[config.mk]
export PLATFORM = sky130hd
export DESIGN_NAME = prime_test_trial_division
export DESIGN_NICKNAME = d
export VERILOG_FILES = /design/src/sv/ptd_pkg.sv /design/src/sv/ptd_rem_serial.sv /design/src/sv/prime_test_trial_division.sv
export SDC_FILE = /design/constraint.sdc
export NUM_CORES = 1
export LEC_CHECK = 0
export BUFFER_PORTS_ARGS = -buffer_cell sky130_fd_sc_hd__buf_2
export CAP_MARGIN = 15
export CORE_ASPECT_RATIO = 0.9
export CORE_UTILIZATION = 40
export DETAILED_ROUTE_END_ITERATION = 8
export PLACE_DENSITY = 0.63
export SYNTH_ARGS = -nofsm -noshare
export SYNTH_HDL_FRONTEND = slang
export SYNTH_SLANG_ARGS = --single-unit
export TNS_END_PERCENT = 1
[constraint.sdc]
create_clock -name clk -period 8 [get_ports clk]
set_clock_uncertainty 0.2 [all_clocks]
set_input_delay 2 -clock clk [delete_from_list [all_inputs] [get_ports clk]]
set_output_delay 2 -clock clk [all_outputs]
set_load 0.01 [all_outputs]
[src/sv/ptd_pkg.sv]
// Shared types and constants for the trial-division primality tester.
// No dependencies; used by ptd_rem_serial and prime_test_trial_division.
package ptd_pkg;

	localparam int unsigned FIRST_DIVISOR = 2;

	typedef enum logic [3:0] {
		S_IDLE = 4'b0001,
		S_TEST = 4'b0010,
		S_DIV  = 4'b0100,
		S_FIN  = 4'b1000
	} state_t;

	typedef struct packed {
		logic start;
	} div_ctrl_t;

	typedef struct packed {
		logic busy;
		logic done;
		logic zero;
	} div_sts_t;

endpackage

[src/sv/ptd_rem_serial.sv]
// Bit-serial restoring remainder unit: one dividend bit per cycle, MSB first.
// Depends on ptd_pkg for the control and status structs.
module ptd_rem_serial #(
	parameter int W = 16
) (
	input  logic                 clk,
	input  logic                 arst_n,
	input  ptd_pkg::div_ctrl_t   ctrl,
	input  logic [W-1:0]         dividend,
	input  logic [W-1:0]         divisor,
	output ptd_pkg::div_sts_t    sts
);

	localparam int CntW = $clog2(W + 1);

	logic [W-1:0]    sh_q;
	logic [W-1:0]    rem_q;
	logic [W-1:0]    div_q;
	logic [CntW-1:0] cnt_q;
	logic            busy_q;
	logic            done_q;
	logic            zero_q;

	logic [W:0]      trial;
	logic [W:0]      diff;
	logic [W-1:0]    rem_next;

	assign trial    = {rem_q, sh_q[W-1]};
	assign diff     = trial - {1'b0, div_q};
	assign rem_next = diff[W] ? trial[W-1:0] : diff[W-1:0];

	always_ff @(posedge clk or negedge arst_n) begin
		if (!arst_n) begin
			busy_q <= 1'b0;
			done_q <= 1'b0;
			cnt_q  <= '0;
		end else begin
			done_q <= 1'b0;
			if (ctrl.start) begin
				busy_q <= 1'b1;
				cnt_q  <= CntW'(W);
			end else if (busy_q) begin
				cnt_q <= cnt_q - CntW'(1);
				if (cnt_q == CntW'(1)) begin
					busy_q <= 1'b0;
					done_q <= 1'b1;
				end
			end
		end
	end

	always_ff @(posedge clk) begin
		if (ctrl.start) begin
			sh_q  <= dividend;
			div_q <= divisor;
			rem_q <= '0;
		end else if (busy_q) begin
			sh_q   <= {sh_q[W-2:0], 1'b0};
			rem_q  <= rem_next;
			zero_q <= (rem_next == '0);
		end
	end

	assign sts.busy = busy_q;
	assign sts.done = done_q;
	assign sts.zero = zero_q;

`ifndef SYNTHESIS
	a_start_busy: assert property (@(posedge clk) disable iff (!arst_n)
		ctrl.start |=> busy_q && !done_q)
		else $error("remainder unit did not start");
	a_done_idle: assert property (@(posedge clk) disable iff (!arst_n)
		done_q |-> !busy_q && $past(busy_q))
		else $error("done without a finished division");
	a_busy_cnt: assert property (@(posedge clk) disable iff (!arst_n)
		busy_q |-> cnt_q != '0)
		else $error("busy with zero bit count");
`endif

endmodule

[src/sv/prime_test_trial_division.sv]
// Trial-division primality tester: one candidate in, one prime flag out.
// Divisors are tried from 2 upward while their square does not exceed the candidate, up to
// 2^(NUMBER_WIDTH/2) divisors; each is checked by the bit-serial remainder unit.
// One candidate at a time; a new request is taken while the previous result waits.
// Asynchronous active-low reset clears the sequencer and the output valid.
// Depends on ptd_pkg and ptd_rem_serial.
module prime_test_trial_division #(
	parameter int NUMBER_WIDTH = 16
) (
	input  logic                                  clk,
	input  logic                                  arst_n,
	input  logic                                  s_tvalid,
	output logic                                  s_tready,
	input  logic [((NUMBER_WIDTH+7)/8)*8-1:0]     s_tdata,  // [NUMBER_WIDTH-1:0] candidate
	output logic                                  m_tvalid,
	input  logic                                  m_tready,
	output logic [7:0]                            m_tdata   // [0] prime_flag
);

	localparam int SqW = NUMBER_WIDTH + 2;

	ptd_pkg::state_t    state_q;
	ptd_pkg::div_ctrl_t div_ctrl;
	ptd_pkg::div_sts_t  div_sts;

	logic [NUMBER_WIDTH-1:0] n_q;
	logic [NUMBER_WIDTH-1:0] d_q;
	logic [SqW-1:0]          sq_q;
	logic                    verdict_q;
	logic                    result_q;
	logic                    out_valid_q;
	logic                    out_free;

	assign s_tready = (state_q == ptd_pkg::S_IDLE);
	assign out_free = !out_valid_q || m_tready;
	assign div_ctrl.start = (state_q == ptd_pkg::S_TEST) && (n_q >= NUMBER_WIDTH'(2))
		&& (sq_q <= {2'b00, n_q});

	ptd_rem_serial #(.W(NUMBER_WIDTH)) u_rem (
		.clk      (clk),
		.arst_n   (arst_n),
		.ctrl     (div_ctrl),
		.dividend (n_q),
		.divisor  (d_q),
		.sts      (div_sts)
	);

	always_ff @(posedge clk or negedge arst_n) begin
		if (!arst_n) begin
			state_q     <= ptd_pkg::S_IDLE;
			out_valid_q <= 1'b0;
		end else begin
			if ((state_q == ptd_pkg::S_FIN) && out_free)
				out_valid_q <= 1'b1;
			else if (m_tready)
				out_valid_q <= 1'b0;
			unique case (state_q)
				ptd_pkg::S_IDLE: begin
					if (s_tvalid)
						state_q <= ptd_pkg::S_TEST;
				end
				ptd_pkg::S_TEST: begin
					if (!div_ctrl.start)
						state_q <= ptd_pkg::S_FIN;
					else
						state_q <= ptd_pkg::S_DIV;
				end
				ptd_pkg::S_DIV: begin
					if (div_sts.done)
						state_q <= div_sts.zero ? ptd_pkg::S_FIN : ptd_pkg::S_TEST;
				end
				ptd_pkg::S_FIN: begin
					if (out_free)
						state_q <= ptd_pkg::S_IDLE;
				end
				default: state_q <= ptd_pkg::S_IDLE;
			endcase
		end
	end

	always_ff @(posedge clk) begin
		unique case (state_q)
			ptd_pkg::S_IDLE: begin
				if (s_tvalid) begin
					n_q  <= s_tdata[NUMBER_WIDTH-1:0];
					d_q  <= NUMBER_WIDTH'(ptd_pkg::FIRST_DIVISOR);
					sq_q <= SqW'(ptd_pkg::FIRST_DIVISOR * ptd_pkg::FIRST_DIVISOR);
				end
			end
			ptd_pkg::S_TEST: begin
				if (n_q < NUMBER_WIDTH'(2))
					verdict_q <= 1'b0;
				else if (sq_q > {2'b00, n_q})
					verdict_q <= 1'b1;
			end
			ptd_pkg::S_DIV: begin
				if (div_sts.done) begin
					if (div_sts.zero)
						verdict_q <= 1'b0;
					d_q  <= d_q + NUMBER_WIDTH'(1);
					sq_q <= sq_q + {1'b0, d_q, 1'b1};
				end
			end
			ptd_pkg::S_FIN: begin
				if (out_free)
					result_q <= verdict_q;
			end
			default: ;
		endcase
	end

	assign m_tvalid = out_valid_q;
	assign m_tdata  = {7'b0, result_q};

`ifndef SYNTHESIS
	a_accept_test: assert property (@(posedge clk) disable iff (!arst_n)
		s_tvalid && s_tready |=> state_q == ptd_pkg::S_TEST)
		else $error("accepted request did not enter test");
	a_done_in_div: assert property (@(posedge clk) disable iff (!arst_n)
		div_sts.done |-> state_q == ptd_pkg::S_DIV)
		else $error("remainder finished outside divide state");
	a_small_not_prime: assert property (@(posedge clk) disable iff (!arst_n)
		state_q == ptd_pkg::S_TEST && n_q < NUMBER_WIDTH'(2)
		|=> state_q == ptd_pkg::S_FIN && !verdict_q)
		else $error("zero or one not reported composite");
	a_start_only_test: assert property (@(posedge clk) disable iff (!arst_n)
		div_ctrl.start |-> !div_sts.busy)
		else $error("divider started while busy");
`endif

endmodule

Word level (Yosys, flattened, before mapping) --
Index checks and enable logic that the tools add are counted. W data, S select, Z words.
Cells by class: add/subtract/negate cells 4, magnitude comparators 4, equal/unequal tests 10, multiplexer cells 30, bitwise gates (word level) 1, reductions and logical operators 16
Operators by type and width (count):
- $mux W16 | 5
- $mux W18 | 2
- $pmux W18 S2 | 1
- $pmux W16 S2 | 1
- $mux W4 | 5
- $add A18 B17 Y18 | 1
- $gt A18 B16 Y1 | 1
- $le A18 B16 Y1 | 1
- $sub A17 B16 Y17 | 1
- $add A16 B1 Y16 const B | 1
- $ge A16 B2 Y1 const B | 1
- $logic_not A16 Y1 | 1
- $lt A16 B2 Y1 const B | 1
- $pmux W4 S4 | 1
- $mux W1 | 12
- $mux W5 | 2
- $reduce_bool A2 Y1 | 4
- $reduce_and A2 Y1 | 3
- $reduce_and A3 Y1 | 2
- $eq A5 B1 Y1 const B | 1
- $sub A5 B1 Y5 const B | 1
- $eq A4 B1 Y1 const B | 1
- $eq A4 B2 Y1 const B | 1
- $eq A4 B3 Y1 const B | 1
- other kinds (10) | 14
Word-level totals: flip-flop bits (word level) 113, input bits 20, output and inout bits 10, word-level logic and storage cells 79

Longest topological paths before layout --
depth in word-level cells 5, mapped depth 12, depth with buffers taken out 11

Hierarchy --
From an unflattened synthesis, not the netlist that was laid out.
Second synthesis, totals: cells, all modules 645, area, all modules 6907.9 µm²
Modules (own cells, without submodules):
- prime_test_trial_division | instances 1, cells each 342, area an instance 3646.0 µm², seq. area each 1687.9 µm²
- ptd_rem_serial | instances 1, cells each 303, area an instance 3261.9 µm², seq. area each 1486.4 µm²

Least setup slack after synthesis --
No wires, ideal clock.
kind register -> register, from register state_q[2], to register d_q[0] (enable), setup time 0.472 ns, arrival time 3.400 ns, required time 7.328 ns, slack 3.927 ns, stages on the path, launching flop included 5, cells stage by stage dfrtp_1 nor2b_1 nand2_1 clkbuf_1 o21ai_0
On the way: cells in the longest elaborated chain, start to end 3, elaborated cells between the ends (all ways) 6
Ends and longest elaborated chain:
- start: declaration | line prime_test_trial_division.sv:22 | ptd_pkg::state_t state_q;
- start signal: assignment | line prime_test_trial_division.sv:50 | state_q <= ptd_pkg::S_IDLE;
- start signal: assignment | line prime_test_trial_division.sv:60 | state_q <= ptd_pkg::S_TEST;
- start signal: assignment | line prime_test_trial_division.sv:64 | state_q <= ptd_pkg::S_FIN;
- $eq A4 B3 Y1 / $eq A4 B1 Y1 (equally long branches) | line prime_test_trial_division.sv:82 | unique case (state_q)
- $ne A2 B1 Y1 (no line), or another cell as far along
- $reduce_and A3 Y1 (no line) *
- end signal: assignment | line prime_test_trial_division.sv:86 | d_q <= NUMBER_WIDTH'(ptd_pkg::FIRST_DIVISOR);
- end signal: assignment | line prime_test_trial_division.sv:100 | d_q <= d_q + NUMBER_WIDTH'(1);
- end: declaration | line prime_test_trial_division.sv:27 | logic [NUMBER_WIDTH-1:0] d_q;
Every way passes the cells marked *; elsewhere a longest branch is shown, timed or not. A chain may end at the register's enable or synchronous reset.

Final worst setup path --
from register n_q[11], to register u_rem.sh_q[3] (enable)
On the way: cells in the longest elaborated chain, start to end 4, elaborated cells between the ends (all ways) 5
Ends and longest elaborated chain:
- start: declaration | line prime_test_trial_division.sv:26 | logic [NUMBER_WIDTH-1:0] n_q;
- start signal: assignment | line prime_test_trial_division.sv:85 | n_q <= s_tdata[NUMBER_WIDTH-1:0];
- $ge A16 B2 Y1 | line prime_test_trial_division.sv:36 | assign div_ctrl.start = (state_q == ptd_pkg::S_TEST) && (n_q >= NUMBER_WIDTH'(2))
- $logic_and A1 B1 Y1 | line prime_test_trial_division.sv:36
- $logic_and A1 B1 Y1 * | line prime_test_trial_division.sv:37 | && (sq_q <= {2'b00, n_q});
- $reduce_bool A2 Y1 (no line) *
- end signal: assignment | line ptd_rem_serial.sv:54 | sh_q <= dividend;
- end signal: assignment | line ptd_rem_serial.sv:58 | sh_q <= {sh_q[W-2:0], 1'b0};
- end: declaration | line ptd_rem_serial.sv:16 | logic [W-1:0] sh_q;
Marked as above.

==> qor.yml <==
clk_latency_ps: 410
clkSinkCount: 113
routabilityCongestion: 0.802
clockPowerShare_pct: 23.6
htree_levels: 4
coreArea_um2: 16400
drtPass1Iterations: 4
grt_max_degree: 35
path_clk_slew_ps: 50
drv_cap: 0
routedWlPerCell_um: 16.2
p_per_area_nw_per_um2: 380
grt_pass1_vias: 4841
drive_above_1_share_pct: 11.7
tightest_slew_ps: 1160
drc: 0
cts_tree: "built"
status: "finished, final reports clean"
num_antenna_cells: 0
fp.dieW_um: 140
critPathLaunchType: "register"
dp_slack_ps: 3830
pwr-share-seq_pct: 34.5
grt_usage_pct: 17.4
slew_violations: 0
ys_ff_latch: 113
clockRootBuffer: "clkbuf_16"
setup_ws_ps: 3840
ys_async_sr_fraction_pct: 10.6
synth_top_flop_cell: "edfxtp_1"
swShare_pct: 38.7
grt_pass1_wl_um: 24100
syn-cell-area_um2: 6820
peakVddDrop_mv: 0.132
viasPerCell: 5.45
fillers: 1475
port_buffers: 22
p_leak_uw: 0.00312
cp.required_ps: 7840
critPathMaxFanout: 30
io_pins: 30
drt_iter0_markers: 301
finalHoldViolCount: 0
nets: 737
synth_edf_count: 85
switchingPower_uw: 1130
finalCriticalPeriod_ps: 4160
layout.cells.most_common: "edfxtp_1"
min_from: "verdict_q"
synth.distinct_cells: 75
placed_cells: 852
cts_resized: 0
die_area_um2: 17600
die_h_um: 126
wl_um: 14400
seq_area_frac_synth_pct: 46.6
internal_power_uw: 1780
path_class: "reg2reg"
cts_buffers: 17
gr-total-overflow: 0
final_cell_mix: "edfxtp_1 (85), nor2_1 (66), inv_1 (52), ha_1 (51), a21oi_1 (27)"
slew_headroom_pct: 22.5
num_rows: 44
synth_area_per_cell_um2: 10.7
antenna_found_initial: 0
post-route-period-util_pct: 52.0
clock.fmax_ghz: 0.240
endpoint_kind: "register"
cts_setup_buffers: 0
syn_to_final_growth_pct: 12.2
rsz0062_at_grt: "false"
setup_violations: 0
start_util_pct: 41.6
clockBufferDepth: 2
detail-route-antenna-nets: 0
fin_cells: 884
hold_class: "reg2reg"
setup-tns-final_ps: 0
ys_warn_count: 0
worstPathArrival_ps: 4000
pwr-share-comb_pct: 42.0
synthCells: 635
rr_startpoint: "n_q[11]"
vias: 4818
postCtsHoldBufs: 0
startpoint: "n_q[11]"
hpwl_um: 10400
==> sequential cells by signal, summed over array words and instances (netlist names), 4 cells and up <==
name / cells
state_q: 4
d_q: 16
sq_q: 18
u_rem.sh_q: 16
u_rem.div_q: 16
n_q: 16
u_rem.cnt_q: 5
u_rem.rem_q: 16
==> cells in the mapped netlist (18+ instances only) <==
master	instances	area, µm²
o21ai_0	19	95.1
a21oi_1	27	135
nor3_1	19	95.1
edfxtp_1	85	2550
inv_1	52	195
nor2_1	66	248
ha_1	51	638
xor2_1	18	158
a21o_1	18	135
==> cell families (layout without fill, tap and decap cells) <==
family | Yosys count | after routing | share of synthesized area (%)
AND/OR/NAND/NOR | 197 | 197 | 15.2
flip-flops | 113 | 113 | 46.6
AO/OA/AOI/OAI | 136 | 136 | 14.6
adder cells (fa/ha/maj) | 53 | 53 | 9.94
XOR/XNOR | 34 | 34 | 4.37
buffers and inverters | 74 | 110 | 4.86
multiplexers | 27 | 27 | 4.37
other | 1 | 7 | 0.0550
==> path summary, 6_finish.rpt <==
path                                      end  slack, ps  cells past startpoint
worst max-delay path            u_rem.sh_q[3]       3840                     10
worst min-delay path                 result_q        220                      0
worst max register to register  u_rem.sh_q[3]       3840                     10
worst min register to register       result_q        220                      0
max in group asynchronous          state_q[0]       6070                      1
min in group asynchronous          state_q[1]       1260                      1
==> area by class of cell <==
| type | count | area, µm² | share of cell area [%] |
|---|---|---|---|
| repair buffers | 25 | 133 | 1.73 |
| flip-flops and latches | 113 | 3170 | 41.5 |
| well taps | 207 | 259 | 3.39 |
| inverters | 53 | 199 | 2.60 |
| clock buffers | 20 | 447 | 5.84 |
| clock inverters | 12 | 92.6 | 1.21 |
| multi-input cells | 454 | 3350 | 43.7 |
==> worst max-delay path: stages, from the launching register on <==
cell	delay, ps
edfxtp_1	360
inv_1	50
ha_1	300
a21o_1	170
a21o_1	170
a21o_1	170
a21o_1	160
a221o_1	370
a21oi_4	720
buf_4	480
or2_1	620
==> metal layers <==
layer	routed length (µm)	track usage, %	share of wire (%)	vias up
met5	0	0	0	-
met4	219	6.08	1.5	0
met3	593	4.83	4.1	14
met2	6610	27.5	46	88
met1	6940	22.9	48	2325
li1	-	-	-	2391
==> power groups by stage <==
| stage | Combinational (µW) | Clock [µW] | Sequential (µW) |
|---|---|---|---|
| detailed placement | 1200 | 0 | 1010 |
| floorplan | 1010 | 0 | 942 |
| global placement | 1160 | 0 | 1010 |
| CTS | 1220 | 699 | 1000 |
| global route | 1360 | 732 | 1030 |
| finish | 1220 | 685 | 1000 |
==> per-stage QoR <==
stage | total power [µW] | cell area [µm²] | hold WS [ps] | utilization, %
floorplan | 1950 | 6840 | 200 | -
global route | 3120 | 7650 | 226 | 46.6
finish | 2910 | 7650 | 217 | 46.6
global placement | 2170 | 7110 | 202 | 43.3
CTS | 2920 | 7650 | 218 | 46.6
detailed placement | 2220 | 7110 | 205 | 43.3
No activity file was read; power rests on OpenSTA's default activity.
